`src/sv/cbd_pkg.sv`:
```
// Package with shared types, codes and byte classifiers for the chunked body decoder.
`timescale 1ns / 1ps

package cbd_pkg;

  typedef enum logic [2:0] {
    MODE_SKIPWS   = 3'd0,
    MODE_DIGITS   = 3'd1,
    MODE_SKIPLINE = 3'd2,
    MODE_DATA     = 3'd3,
    MODE_TRAILER  = 3'd4,
    MODE_DONE     = 3'd5,
    MODE_ERROR    = 3'd6,
    MODE_TRUNC    = 3'd7
  } mode_t;

  typedef enum logic [2:0] {
    KIND_FRAME    = 3'd0,
    KIND_PAYLOAD  = 3'd1,
    KIND_COMPLETE = 3'd2,
    KIND_ERROR    = 3'd3,
    KIND_TRUNC    = 3'd4,
    KIND_TRAILER  = 3'd5,
    KIND_IGNORED  = 3'd6
  } kind_t;

  localparam logic [7:0] CH_LF   = 8'h0A;
  localparam logic [7:0] CH_CR   = 8'h0D;
  localparam logic [7:0] CH_SEMI = 8'h3B;
  localparam int         LEN_W   = 32;

  typedef struct packed {
    logic [7:0] out_byte;
    kind_t      kind;
    logic       chunk_last;
  } res_t;

  typedef struct packed {
    logic       valid;
    logic [3:0] value;
  } hex_t;

  // Space, tab, LF, VT, FF, CR.
  function automatic logic is_ws(input logic [7:0] c);
    return (c == 8'h20) || (c >= 8'h09 && c <= 8'h0D);
  endfunction

  function automatic hex_t hex_val(input logic [7:0] c);
    hex_t h;
    h.valid = 1'b1;
    h.value = 4'd0;
    if (c >= 8'h30 && c <= 8'h39) begin
      h.value = 4'(c - 8'h30);
    end else if (c >= 8'h61 && c <= 8'h66) begin
      h.value = 4'(c - 8'h57);
    end else if (c >= 8'h41 && c <= 8'h46) begin
      h.value = 4'(c - 8'h37);
    end else begin
      h.valid = 1'b0;
    end
    return h;
  endfunction

endpackage

```
`src/sv/cbd_step.sv`:
```
// Combinational parse step: next decoder state and result for one byte.
`timescale 1ns / 1ps

module cbd_step
  import cbd_pkg::*;
#(
  parameter int MAX_HEX_DIGITS = 8,
  parameter int CNT_W          = 4
) (
  input  mode_t              mode,
  input  logic [LEN_W-1:0]   remaining,
  input  logic [CNT_W-1:0]   digit_count,
  input  logic               line_has_text,
  input  logic               pass_trailer,
  input  logic [7:0]         in_byte,
  input  logic               end_of_stream,
  output mode_t              mode_next,
  output logic [LEN_W-1:0]   remaining_next,
  output logic [CNT_W-1:0]   digit_count_next,
  output logic               line_has_text_next,
  output res_t               res
);

  hex_t hv;
  logic ws;
  logic too_many;

  assign hv       = hex_val(in_byte);
  assign ws       = is_ws(in_byte);
  assign too_many = (digit_count >= CNT_W'(MAX_HEX_DIGITS))
                  || (remaining[LEN_W-1 -: 4] != 4'd0);

  always_comb begin
    mode_next          = mode;
    remaining_next     = remaining;
    digit_count_next   = digit_count;
    line_has_text_next = line_has_text;
    res.out_byte       = 8'd0;
    res.kind           = KIND_FRAME;
    res.chunk_last     = 1'b0;

    if (mode == MODE_ERROR) begin
      res.kind = KIND_ERROR;
    end else if (mode == MODE_TRUNC) begin
      res.kind = KIND_TRUNC;
    end else if (mode == MODE_DONE) begin
      res.kind = KIND_IGNORED;
    end else if (end_of_stream) begin
      mode_next = MODE_TRUNC;
      res.kind  = KIND_TRUNC;
    end else begin
      case (mode)
        MODE_SKIPWS: begin
          if (ws) begin
            res.kind = KIND_FRAME;
          end else if (hv.valid) begin
            remaining_next   = LEN_W'(hv.value);
            digit_count_next = CNT_W'(1);
            mode_next        = MODE_DIGITS;
          end else begin
            mode_next = MODE_ERROR;
            res.kind  = KIND_ERROR;
          end
        end
        MODE_DIGITS, MODE_SKIPLINE: begin
          if (mode == MODE_DIGITS && hv.valid) begin
            if (too_many) begin
              mode_next = MODE_ERROR;
              res.kind  = KIND_ERROR;
            end else begin
              remaining_next   = {remaining[LEN_W-5:0], hv.value};
              digit_count_next = digit_count + CNT_W'(1);
            end
          end else if (in_byte == CH_LF) begin
            // end of size line
            digit_count_next = '0;
            if (remaining != '0) begin
              mode_next = MODE_DATA;
            end else begin
              mode_next          = MODE_TRAILER;
              line_has_text_next = 1'b0;
            end
          end else if (mode == MODE_DIGITS) begin
            if (ws || in_byte == CH_SEMI) begin
              mode_next = MODE_SKIPLINE;
            end else begin
              mode_next = MODE_ERROR;
              res.kind  = KIND_ERROR;
            end
          end
        end
        MODE_DATA: begin
          res.kind       = KIND_PAYLOAD;
          res.out_byte   = in_byte;
          remaining_next = remaining - LEN_W'(1);
          if (remaining == LEN_W'(1)) begin
            res.chunk_last = 1'b1;
            mode_next      = MODE_SKIPWS;
          end
        end
        default: begin
          // trailer: an LF on an empty line ends the body
          if (!line_has_text && in_byte == CH_LF) begin
            mode_next = MODE_DONE;
            res.kind  = KIND_COMPLETE;
          end else if (!line_has_text && in_byte == CH_CR) begin
            res.kind = KIND_FRAME;
          end else begin
            line_has_text_next = (in_byte != CH_LF);
            if (pass_trailer) begin
              res.kind     = KIND_TRAILER;
              res.out_byte = in_byte;
            end
          end
        end
      endcase
    end
  end

endmodule

```
`src/sv/chunked_body_decoder.sv`:
```
// Top level of the chunked transfer body decoder with stream ports and output register.
//
//   port group   dir  tdata          tuser     tlast
//   s_axis       in   in_byte        -         end_of_stream
//   m_axis       out  out_byte       kind      chunk_last
//   cfg_we/wdata in   pass_trailer   -         -
//
// One byte per cycle unless m_axis stalls: the parse state and the output register both
// load on each input transfer, so the result is offered on m_axis from the next cycle.
// s_axis_tready stays high while the output register is empty or being drained,
// so a stalled m_axis holds one result and stops further input.
// rst (synchronous) returns to skipping whitespace before a size and clears
// pass_trailer.
`timescale 1ns / 1ps

module chunked_body_decoder
  import cbd_pkg::*;
#(
  parameter int MAX_HEX_DIGITS = 8
) (
  input  logic       clk,
  input  logic       rst,
  input  logic       s_axis_tvalid,
  output logic       s_axis_tready,
  input  logic [7:0] s_axis_tdata,   // [7:0] in_byte
  input  logic       s_axis_tlast,   // end_of_stream
  output logic       m_axis_tvalid,
  input  logic       m_axis_tready,
  output logic [7:0] m_axis_tdata,   // [7:0] out_byte
  output logic [7:0] m_axis_tuser,   // [2:0] kind
  output logic       m_axis_tlast,   // chunk_last
  input  logic       cfg_we,
  input  logic       cfg_wdata       // pass_trailer
);

  localparam int CNT_W = $clog2(MAX_HEX_DIGITS + 1);

  mode_t            mode, mode_next;
  logic [LEN_W-1:0] remaining, remaining_next;
  logic [CNT_W-1:0] digit_count, digit_count_next;
  logic             line_has_text, line_has_text_next;
  logic             pass_trailer;
  res_t             res_next, res;
  logic             out_valid;
  logic             in_xfer;

  assign s_axis_tready = !out_valid || m_axis_tready;
  assign in_xfer       = s_axis_tvalid && s_axis_tready;

  cbd_step #(
    .MAX_HEX_DIGITS(MAX_HEX_DIGITS),
    .CNT_W         (CNT_W)
  ) u_step (
    .mode              (mode),
    .remaining         (remaining),
    .digit_count       (digit_count),
    .line_has_text     (line_has_text),
    .pass_trailer      (pass_trailer),
    .in_byte           (s_axis_tdata),
    .end_of_stream     (s_axis_tlast),
    .mode_next         (mode_next),
    .remaining_next    (remaining_next),
    .digit_count_next  (digit_count_next),
    .line_has_text_next(line_has_text_next),
    .res               (res_next)
  );

  always_ff @(posedge clk) begin
    if (rst) begin
      mode          <= MODE_SKIPWS;
      remaining     <= '0;
      digit_count   <= '0;
      line_has_text <= 1'b0;
      pass_trailer  <= 1'b0;
      out_valid     <= 1'b0;
    end else begin
      if (cfg_we) begin
        pass_trailer <= cfg_wdata;
      end
      if (in_xfer) begin
        mode          <= mode_next;
        remaining     <= remaining_next;
        digit_count   <= digit_count_next;
        line_has_text <= line_has_text_next;
        out_valid     <= 1'b1;
      end else if (m_axis_tready) begin
        out_valid <= 1'b0;
      end
    end
  end

  // payload of the result register, loaded on each input transfer
  always_ff @(posedge clk) begin
    if (in_xfer) begin
      res <= res_next;
    end
  end

  assign m_axis_tvalid = out_valid;
  assign m_axis_tdata  = res.out_byte;
  assign m_axis_tuser  = {5'd0, res.kind};
  assign m_axis_tlast  = res.chunk_last;

endmodule
```
`config.mk`:
```
export PLATFORM = sky130hd
export DESIGN_NAME = chunked_body_decoder
export DESIGN_NICKNAME = d
export VERILOG_FILES = /design/src/sv/cbd_pkg.sv /design/src/sv/cbd_step.sv /design/src/sv/chunked_body_decoder.sv
export SDC_FILE = /design/constraint.sdc
export NUM_CORES = 1
export LEC_CHECK = 0
export ABC_AREA = 1
export ABC_CLOCK_PERIOD_IN_PS = 1800
export BUFFER_PORTS_ARGS = -buffer_cell sky130_fd_sc_hd__buf_2
export CAP_MARGIN = 5
export CORE_MARGIN = 2
export CORE_UTILIZATION = 54
export DETAILED_ROUTE_END_ITERATION = 8
export GPL_TIMING_DRIVEN = 0
export PLACE_DENSITY = 0.76
export REMOVE_ABC_BUFFERS = 1
export SLEW_MARGIN = 20
export SYNTH_ARGS = -nofsm -noshare
export SYNTH_HDL_FRONTEND = slang
export SYNTH_SLANG_ARGS = --single-unit
```
`constraint.sdc`:
```
create_clock -name clk -period 1.8 [get_ports clk]
set_input_delay 0.09 -clock clk [delete_from_list [all_inputs] [get_ports clk]]
set_output_delay 0.09 -clock clk [all_outputs]
set_load 0.005 [all_outputs]
```
==> impl_metrics.toml, run 1 <==
[run_status]
run_status = "finished with violations"
failed_checks = "negative setup slack"

[power]
p_clk_frac = 0.202
report.power.total_mw = 4.15
total_leakage_power_nw = 2.02
switch_share = 0.421
ir_worst_vdd_mv = 0.551
internal_power_mw = 2.40
pwr-share-seq = 0.353
p_per_area_mw_per_mm2 = 897
netSwitchingPower_mw = 1.75
comb_power_share = 0.445

[yosys]
dominantRegCellSynth = "dfxtp_1"
synth_edf_count = 12
synthesized_area_mm2 = 0.00378
ys_async_sr_fraction = 0
synth_area_per_cell_um2 = 6.26
yosys-top-cells-area = "dfxtp_1 22%, nand2_1 12%, nor2_1 12%"
postSynthRegisterBits = 54
synth_largest_type_area_fraction = 0.222
post-synth-top-area-cell = "dfxtp_1"
synth_seq_area_share = 0.317
synth_warn = 0
gate_count_after_technology_mapping = 605
ys_types = 39

[cts]
ctsLongestPathBuffers = 2
cts_made_buffers = 5
tritoncts = "yes"
htree_levels = 2
cts_num_sinks = 54
root_buffer = "clkbuf_8"
clkLatencyLatePin_ps = 310
clkTransAtPathRegs_ps = 110

[floorplan]
floorplan.initialDensity = 0.557
die_height_um = 87.7
floorplan.core_area_mm2 = 0.00679
io_pins = 34
die-area_mm2 = 0.00769
row_count = 30
die_w_um = 87.7

[final_layout]
antennaDiodeCount = 0
layout.cells.most_common_list = "107 x nand2_1, 96 x nor2_1, 59 x inv_1"
layout.core_utilization = 0.680
most_common_library_cell_in_the_layout_ignoring_fill_and_taps = "nand2_1"
nets = 670
postLayoutCellArea_mm2 = 0.00462
final_layout_size_suffix_gt1_frac = 0.223
area_growth_pct = 22.1

[grt]
global_route.usage.met3 = 0.0358
grt_use_total = 0.262
routing_usage_on_met1 = 0.337
global_route.usage.met2 = 0.450
grt_start_max_net_pins = 34
top_usage_layer = "met2"
grt_pass1_wl_mm = 16.4
grt_antenna_before_repair = 0
grt_pass1_vias = 3645
grt-ovfl-total = 0

[timing]
clock-skew-final_ps = 10.1
timing_max_transition_violations_final = 0
finalHoldViolations = 0
worst_slew_pin_slew_ps = 933
max_freq_ghz = 0.551
grt_setup_unrepaired = "true"
count_of_final_setup_violators = 2
final_min_period_over_clock_period = 1.01
setup_slack_ps = -13.9
worst_slew_margin_rel = 0.377
final_period_minus_worst_setup_slack_ps = 1810

[routing]
dr.first_iter.drc_count = 348
drtAntennaViolNets = 0
detail_route.drc_violations = 0
post_drt_via_cell_ratio = 5.67
totalWireLength_mm = 10.8
post_drt_wl_per_cell_um = 14.5
detail_route.first_pass.iterations = 5
dr_total_vias = 4212

[place]
detailed_place_hpwl_mm = 6.35
place.port_buffers = 28
place_congestion = 0.910
dpl_cell_area_mm2 = 0.00392

[critical_path]
worst-endpoint-required_ps = 1980
cp.arrival_ps = 2000
timing_worst_setup_path_type = "reg2reg"
cp.buffers_inverters = 2
crit_path_top_delay_cell = "dfxtp_4"
startpoint_type = "flop"
critPathMaxFanout = 7
critical_path.top_delay_family = "simple AND/OR/NAND/NOR gates"
cp_cell_sequence = "nor2_4 -> nand4_1 -> nand2_1 -> nand4_1 -> nor2_4 -> nand3_4 -> buf_6 -> inv_12 -> nand2_2 -> o21ai_1 -> nor2_1"
critical-path-max-stage-delay_ps = 380
regToRegSetupSlack_ps = -10
critical_path.endpoint_type = "flop"

[min_path]
min-delay-path-class = "in2reg"

[flow_run]
max_cap_viol_count = 0
## timing repair
| item | in CTS | in global routing |
|---|---|---|
| gates resized for setup | 32 | 86 |
| endpoints found under the setup margin | 41 | 40 |
| setup buffers | 9 | 10 |
| hold buffers | 1 | 0 |
| cloned | 1 | 5 |
| pin swaps | 6 | 25 |
| hold endpoints to repair | 1 | 0 |
## through the flow
stage	hold slack, ps	TNS (ps)	setup WS [ps]	std cells
finish	5.36	-21.4	-13.9	743
global route	31.8	-2930	-140	743
CTS	16.0	-7.97	-5.66	728
detailed placement	304	-42270	-1370	709
global placement	284	-41770	-1360	709
floorplan	159	-12250	-518	585
## Yosys cell counts (all sizes together), types with 2 or more instances
master	instances
a21oi	50
buf	17
clkbuf	7
dfxtp	42
edfxtp	12
ha	9
inv	66
nand2	124
nand3	33
nand4	13
nor2	126
nor3	20
o21ai	64
o22ai	5
or2	2
xor2	5
## path summary, 6_finish.rpt
path | start | end | cells past startpoint
worst max-delay path | remaining[29] | remaining[0] | 11
worst min-delay path | cfg_wdata | pass_trailer | 3
worst max register to register | remaining[29] | remaining[0] | 11
worst min register to register | remaining[1] | remaining[1] | 2
## power groups by stage
stage / combinational, mW / sequential, mW / clock (mW)
2_1_floorplan: 1.05 / 1.45 / 0
3_3_place_gp: 1.36 / 1.47 / 0
3_5_place_dp: 1.38 / 1.47 / 0
4_1_cts: 1.53 / 1.45 / 0.849
5_1_grt: 2.03 / 1.48 / 0.892
6_report: 1.85 / 1.46 / 0.836
## state kept, by name, summed over array words and instances, names as in the netlist
signal / count
digit_count: 4
line_has_text: 1
m_axis_tvalid: 1
remaining: 32
m_axis_tuser: 3
m_axis_tlast: 1
mode: 3
m_axis_tdata: 8
pass_trailer: 1
## worst reg2reg max path, stage by stage, from the launching register on
cell and delay (ps):
dfxtp_4 380, nor2_4 130, nand4_1 140, nand2_1 110, nand4_1 130, nor2_4 200, nand3_4 170, buf_6 180
inv_12 70, nand2_2 40, o21ai_1 80, nor2_1 60
## area by class of cell
class | instances | area [µm²]
clock buffer | 6 | 72.6
clock inverter | 2 | 37.5
fill | 558 | 2170
inverter | 66 | 269
multi-input combinational | 467 | 2520
sequential | 54 | 1220
tap | 96 | 120
timing repair buffer | 48 | 332
timing repair inverter | 4 | 55.1
## layer usage
metal,vias to the layer above,wire (µm)
met5,-,0
met4,0,289
met3,27,781
met2,204,5190
met1,1923,4500
li1,2058,-
## cells by family (layout without fill, tap and decap cells)
| family | Yosys count | after routing | share of synthesized area |
|---|---|---|---|
| xor+xnor | 6 | 6 | 0.0139 |
| compound gates | 126 | 126 | 0.175 |
| other cells | 1 | 5 | 0.000991 |
| flops | 54 | 54 | 0.317 |
| fa+ha+maj | 9 | 9 | 0.0298 |
| buf+inv | 90 | 126 | 0.104 |
| simple gates | 319 | 321 | 0.359 |
No activity file was read; power rests on OpenSTA's default activity.
==> run 2, diff against run 1 <==
--- a/config.mk
+++ b/config.mk
@@ -5,17 +5,18 @@
 export SDC_FILE = /design/constraint.sdc
 export NUM_CORES = 1
 export LEC_CHECK = 0
-export ABC_AREA = 1
+export ABC_AREA = 0
 export ABC_CLOCK_PERIOD_IN_PS = 1800
 export BUFFER_PORTS_ARGS = -buffer_cell sky130_fd_sc_hd__buf_2
 export CAP_MARGIN = 5
 export CORE_MARGIN = 2
 export CORE_UTILIZATION = 54
 export DETAILED_ROUTE_END_ITERATION = 8
+export GPL_ROUTABILITY_DRIVEN = 0
 export GPL_TIMING_DRIVEN = 0
-export PLACE_DENSITY = 0.76
+export PLACE_DENSITY = 0.77
 export REMOVE_ABC_BUFFERS = 1
-export SLEW_MARGIN = 20
+export SLEW_MARGIN = 30
 export SYNTH_ARGS = -nofsm -noshare
 export SYNTH_HDL_FRONTEND = slang
 export SYNTH_SLANG_ARGS = --single-unit
==> run 2 against run 1 <==
  * Non-clock buffer count rose by 13
  * Synthesized cell count down 24%
  * The flow still finishes with violations (negative setup slack)
  * Critical path depth is 5 lower
  * Sequential power is 3% lower
  * Hold slack lost 4.5 ps
  * Sequential cell count stayed put
  * Clock power increased by 3.0%
  * Count of clock-buffer cells in the layout is 1 higher
  * Final area down 3.5%
  * First-iteration DRC count shrank 24%
  * Utilization grew 2.2 points
==> impl_metrics.toml, run 2 <==
[cts]
cts_num_sinks = 54
clkTransAtPathRegs_ps = 100
clkLatencyLatePin_ps = 320
htree_levels = 2
tritoncts = "yes"
ctsLongestPathBuffers = 2
cts_made_buffers = 5
root_buffer = "clkbuf_8"

[place]
dpl_cell_area_mm2 = 0.00374
place.port_buffers = 28
placed_cells_incl_taps = 539
detailed_place_hpwl_mm = 5.78
dp_worst_setup_slack_ps = -910

[yosys]
synthesized_area_mm2 = 0.00356
synth_commonest_cells = "52 x nor2_1, 48 x a21oi_1, 42 x dfxtp_1"
yosys-top-cells-area = "dfxtp_1 24%, edfxtp_1 10%, a21oi_1 6.8%"
synth.most_common_cell = "nor2_1"
ys_async_sr_fraction = 0
gate_count_after_technology_mapping = 460
synth_edf_count = 12
postSynthRegisterBits = 54
synth_warn = 0
post-synth-top-area-cell = "dfxtp_1"
synth_largest_type_area_fraction = 0.236
dominantRegCellSynth = "dfxtp_1"
synth_seq_area_share = 0.338
synth_area_per_cell_um2 = 7.73
ys_types = 60

[timing]
worst_slew_pin_slew_ps = 897
setup_slack_ps = -386
worst_slew_margin_rel = 0.402
final_min_period_over_clock_period = 1.21
max_freq_ghz = 0.457
finalHoldViolations = 0
timing_max_transition_violations_final = 0
hold_ws_ps = 0.811
final_period_minus_worst_setup_slack_ps = 2190
clock-skew-final_ps = 9.60
count_of_final_setup_violators = 41
grt_setup_unrepaired = "true"

[grt]
grt_antenna_before_repair = 0
grt_pass1_vias = 3729
grt_use_total = 0.285
grt_pass1_wl_mm = 16.9
grt-ovfl-total = 0
grt_start_max_net_pins = 45

[critical_path]
cp.arrival_ps = 2370
regToRegSetupSlack_ps = -390
critPathMaxFanout = 3
timing_worst_setup_path_type = "reg2reg"
worst-endpoint-required_ps = 1980
critical_path.endpoint_type = "flop"
startpoint_type = "flop"

[routing]
dr.first_iter.drc_count = 266
post_drt_wl_per_cell_um = 18.0
post_drt_via_cell_ratio = 6.60
totalWireLength_mm = 10.5
detail_route.drc_violations = 0
detail_route.first_pass.iterations = 5
dr_total_vias = 3835
drtAntennaViolNets = 0

[final_layout]
postLayoutCellArea_mm2 = 0.00446
multi_input_area_mm2 = 0.00254
regMostFlops = "remaining"
antennaDiodeCount = 0
post_layout_nonfiller_instances = 581
regArea_mm2 = 0.00123
layout.cells.most_common_list = "46 x a21oi_1, 45 x nor2_1, 40 x nand2_1"
area_growth_pct = 25.4
flip_flop_count_of_the_largest_register_after_layout = 32
final_layout_size_suffix_gt1_frac = 0.276
layout.core_utilization = 0.702
nets = 527
layout.filler_cells = 480
most_common_library_cell_in_the_layout_ignoring_fill_and_taps = "a21oi_1"

[floorplan]
die-area_mm2 = 0.00725
io_pins = 34
die_height_um = 85.2
floorplan.initialDensity = 0.560
floorplan.core_area_mm2 = 0.00635
row_count = 29
die_w_um = 85.2

[min_path]
min-delay-path-class = "in2reg"

[run_status]
run_status = "finished with violations"
failed_checks = "negative setup slack"

[power]
p_per_area_mw_per_mm2 = 785
ir_worst_vdd_mv = 0.427
total_leakage_power_nw = 1.67

[flow_run]
max_cap_viol_count = 0
==> run 2: changes by cell type after synthesis, moves of 14 or more <==
| cell | previous run | this run |
|---|---|---|
| nand2_1 | 121 | 41 |
| o21ai_1 | 14 | 0 |
| inv_1 | 62 | 10 |
| nor2_1 | 119 | 52 |
| clkbuf_1 | 7 | 28 |
| nand3_1 | 32 | 8 |
==> run 2: timing repair <==
action | 4_1_cts | 5_1_grt
endpoints found under the setup margin | 51 | 48
gates cloned | 3 | 1
hold buffers | 1 | 0
resized for setup | 54 | 31
pin swaps | 19 | 5
hold endpoints to repair | 1 | 0
buffers inserted | 22 | 7
==> run 2: per-stage QoR <==
| stage | setup TNS, ps | power [mW] |
|---|---|---|
| after global routing | -15160 | 3.67 |
| after CTS | -11480 | 3.35 |
| after detailed placement | -37370 | 2.29 |
| final | -11230 | 3.50 |
| after floorplan | -32410 | 1.99 |
| after global placement | -73270 | 2.22 |
==> run 2: worst paths after layout <==
path             startpoint              to  cells past startpoint
max reg2reg   remaining[28]   line_has_text                      6
min               cfg_wdata    pass_trailer                      3
max           remaining[28]   line_has_text                      6
min reg2reg  digit_count[2]  digit_count[2]                      2
==> run 2: area by class of cell <==
cell class	instances	area share
Multi-Input combinational cell	371	0.569
Sequential cell	54	0.277
Timing Repair Buffer	61	0.0971
Tap cell	77	0.0216
Clock buffer	7	0.0194
Inverter	10	0.00926
Clock inverter	1	0.00673
==> run 2: per-layer routing <==
layer  track usage  share of wire  up-vias
met1         0.350           0.40     1811
met2         0.491           0.50      199
li1              -              -     1795
met3        0.0457          0.070       30
met5             0              0        -
met4         0.124          0.021        0
==> run 2: worst max-delay path, stage by stage (launching register included) <==
cell	delay [ps]
dfxtp_4	350
or4_4	560
buf_4	170
or4_4	520
a21bo_2	220
a22oi_2	170
nor2_1	60
==> run 2: power breakdown <==
part	internal, mW	leakage [nW]	switching, mW
clock	0.454	0.0585	0.407
combinational	0.489	1.14	0.738
sequential	1.30	0.469	0.111
==> run 2: logic make-up after synthesis <==
group,share of synthesized area
AND/OR/NAND/NOR,0.280
AO/OA/AOI/OAI,0.267
flip-flops,0.338
buffers and inverters,0.0507
adder cells (fa/ha/maj),0.0317
XOR/XNOR,0.0197
multiplexers,0.0120
other,0.00105
==> run 3, diff against run 2 <==
--- a/config.mk
+++ b/config.mk
@@ -7,7 +7,7 @@
 export LEC_CHECK = 0
 export ABC_AREA = 0
 export ABC_CLOCK_PERIOD_IN_PS = 1800
-export BUFFER_PORTS_ARGS = -buffer_cell sky130_fd_sc_hd__buf_2
+export BUFFER_PORTS_ARGS = -buffer_cell sky130_fd_sc_hd__clkbuf_2
 export CAP_MARGIN = 5
 export CORE_MARGIN = 2
 export CORE_UTILIZATION = 54
@@ -16,6 +16,7 @@
 export GPL_TIMING_DRIVEN = 0
 export PLACE_DENSITY = 0.77
 export REMOVE_ABC_BUFFERS = 1
+export SKIP_CTS_REPAIR_TIMING = 1
 export SLEW_MARGIN = 30
 export SYNTH_ARGS = -nofsm -noshare
 export SYNTH_HDL_FRONTEND = slang
==> run 3 against run 2 <==
  * The flow finishes with violations (negative hold slack, negative setup slack)
  * Maximum frequency is 6.8% lower
  * Non-clock buffer count is 9 higher
  * Die area unchanged
  * Wire length rose by 13%
  * Total power hardly changed
  * Count of clock-buffer cells in the layout decreased by 2
  * First-iteration DRC count increased by 16%
  * Register-to-register slack worse by 160 ps
  * Critical path type unchanged
==> impl_metrics.toml, run 3 (synthesized netlist as in run 2, its figures left out) <==
[run_status]
run_status = "finished with violations"
failed_checks = "negative hold slack, negative setup slack"

[min_path]
min-delay-path-class = "in2reg"
holdCritStartpoint = "s_axis_tvalid"
min_delay_path_depth = 3
hold_path_end = "m_axis_tvalid"

[timing]
hold_ws_ps = -11.9
final_min_period_over_clock_period = 1.30
count_of_final_setup_violators = 43
final_period_minus_worst_setup_slack_ps = 2350
finalHoldViolations = 1
timing_max_transition_violations_final = 0
max_freq_ghz = 0.426
worst_slew_pin_slew_ps = 1250
clock-skew-final_ps = 5.63
grt_setup_unrepaired = "true"
setup_slack_ps = -546
worst_slew_margin_rel = 0.165

[cts]
htree_levels = 2
cts_made_buffers = 5
root_buffer = "clkbuf_8"
ctsLongestPathBuffers = 2
clkTransAtPathRegs_ps = 110
tritoncts = "yes"
clkLatencyLatePin_ps = 310
cts_num_sinks = 54

[grt]
grt_start_max_net_pins = 45
grt_use_total = 0.237
global_route.usage.met2 = 0.403
global_route.usage.met3 = 0.0438
routing_usage_on_met1 = 0.302
grt_antenna_before_repair = 0
grt_pass1_wl_mm = 14.4
top_usage_layer = "met2"
grt_pass1_vias = 3188
grt-ovfl-total = 0

[power]
ir_worst_vdd_mv = 0.474
total_leakage_power_nw = 2.00
p_per_area_mw_per_mm2 = 725

[routing]
dr.first_iter.drc_count = 309
dr_total_vias = 4029
totalWireLength_mm = 11.8
detail_route.first_pass.iterations = 5
detail_route.drc_violations = 0
post_drt_via_cell_ratio = 6.82
drtAntennaViolNets = 0
post_drt_wl_per_cell_um = 20.0

[critical_path]
timing.rr.end = "mode[2]"
worst-endpoint-required_ps = 2020
cp.arrival_ps = 2560
worst_path_most_repeated_cell = "nand4_1"
reg2reg_from = "remaining[16]"
timing_worst_setup_path_type = "reg2reg"
reg2regPathDepth = 7
startpoint_type = "flop"
regToRegSetupSlack_ps = -550
critical-path-max-stage-delay_ps = 420
critical_path.top_delay_family = "simple AND/OR/NAND/NOR gates"
cp_cell_sequence = "nor4_4 -> nand4_1 -> buf_4 -> nor3_1 -> nand4_1 -> and3_1 -> a221oi_2"
crit_path_top_delay_cell = "nor3_1"
critPathMaxFanout = 5
cp.buffers_inverters = 1
critical_path.endpoint_type = "flop"

[final_layout]
final_layout_size_suffix_gt1_frac = 0.385
regMostFlops = "remaining"
area_growth_pct = 35.7
nets = 537
post_layout_nonfiller_instances = 591
most_common_library_cell_in_the_layout_ignoring_fill_and_taps = "nor2_1"
flip_flop_count_of_the_largest_register_after_layout = 32
antennaDiodeCount = 0
layout.core_utilization = 0.760
layout.cells.most_common_list = "41 x nor2_1, 28 x dfxtp_1, 28 x clkbuf_2"

[place]
dp_worst_setup_slack_ps = -954
place.port_buffers = 28
placed_cells_incl_taps = 539
detailed_place_hpwl_mm = 5.81

[floorplan]
floorplan.initialDensity = 0.560
io_pins = 34
die_w_um = 85.2
die-area_mm2 = 0.00725
die_height_um = 85.2
row_count = 29
floorplan.core_area_mm2 = 0.00635

[flow_run]
max_cap_viol_count = 0
==> run 3: stage by stage <==
stage / cell area [µm²] / power, mW / TNS (ps)
after CTS: 3830 / 2.99 / -31590
final: 4820 / 3.50 / -17100
after global routing: 4820 / 3.65 / -20130
after floorplan: 3430 / 1.99 / -32410
after detailed placement: 3740 / 2.30 / -37810
after global placement: 3660 / 2.22 / -73410
==> run 3: routing by layer <==
metal	vias up	wire [µm]
li1	1826	-
met1	1898	4480
met2	249	5840
met3	56	1030
met4	0	440
met5	-	0
==> run 3: power by group <==
| part | internal, mW | switching, mW | total (mW) | leakage, nW |
|---|---|---|---|---|
| Clock | 0.276 | 0.438 | 0.714 | 0.0422 |
| Sequential | 1.30 | 0.121 | 1.42 | 0.469 |
| Combinational | 0.533 | 0.828 | 1.36 | 1.49 |
| Total | 2.11 | 1.39 | 3.50 | 2.00 |
==> run 3: worst max-delay path by stage <==
| stage | startpoint | end | slack (ps) | depth (start not counted) |
|---|---|---|---|---|
| after floorplan | remaining[28] | remaining[2] | -1040 | 6 |
| after global placement | remaining[28] | remaining[2] | -2030 | 6 |
| after detailed placement | remaining[15] | mode[1] | -950 | 6 |
| after CTS | remaining[15] | mode[1] | -1070 | 6 |
| after global routing | remaining[0] | mode[1] | -660 | 8 |
| final | remaining[16] | mode[2] | -550 | 7 |
==> run 3: layout make-up <==
| class | instances | area [µm²] |
|---|---|---|
| sequential | 54 | 1230 |
| clock inverter | 3 | 20.0 |
| multi-input combinational | 372 | 2810 |
| fill | 418 | 1530 |
| inverter | 10 | 37.5 |
| clock buffer | 5 | 68.8 |
| timing repair buffer | 70 | 561 |
| tap | 77 | 96.3 |
==> run 3: worst register-to-register path, stage by stage, from the launching register on <==
cell	delay (ps)
dfxtp_4	380
nor4_4	350
nand4_1	200
buf_4	200
nor3_1	420
nand4_1	210
and3_1	270
a221oi_2	220
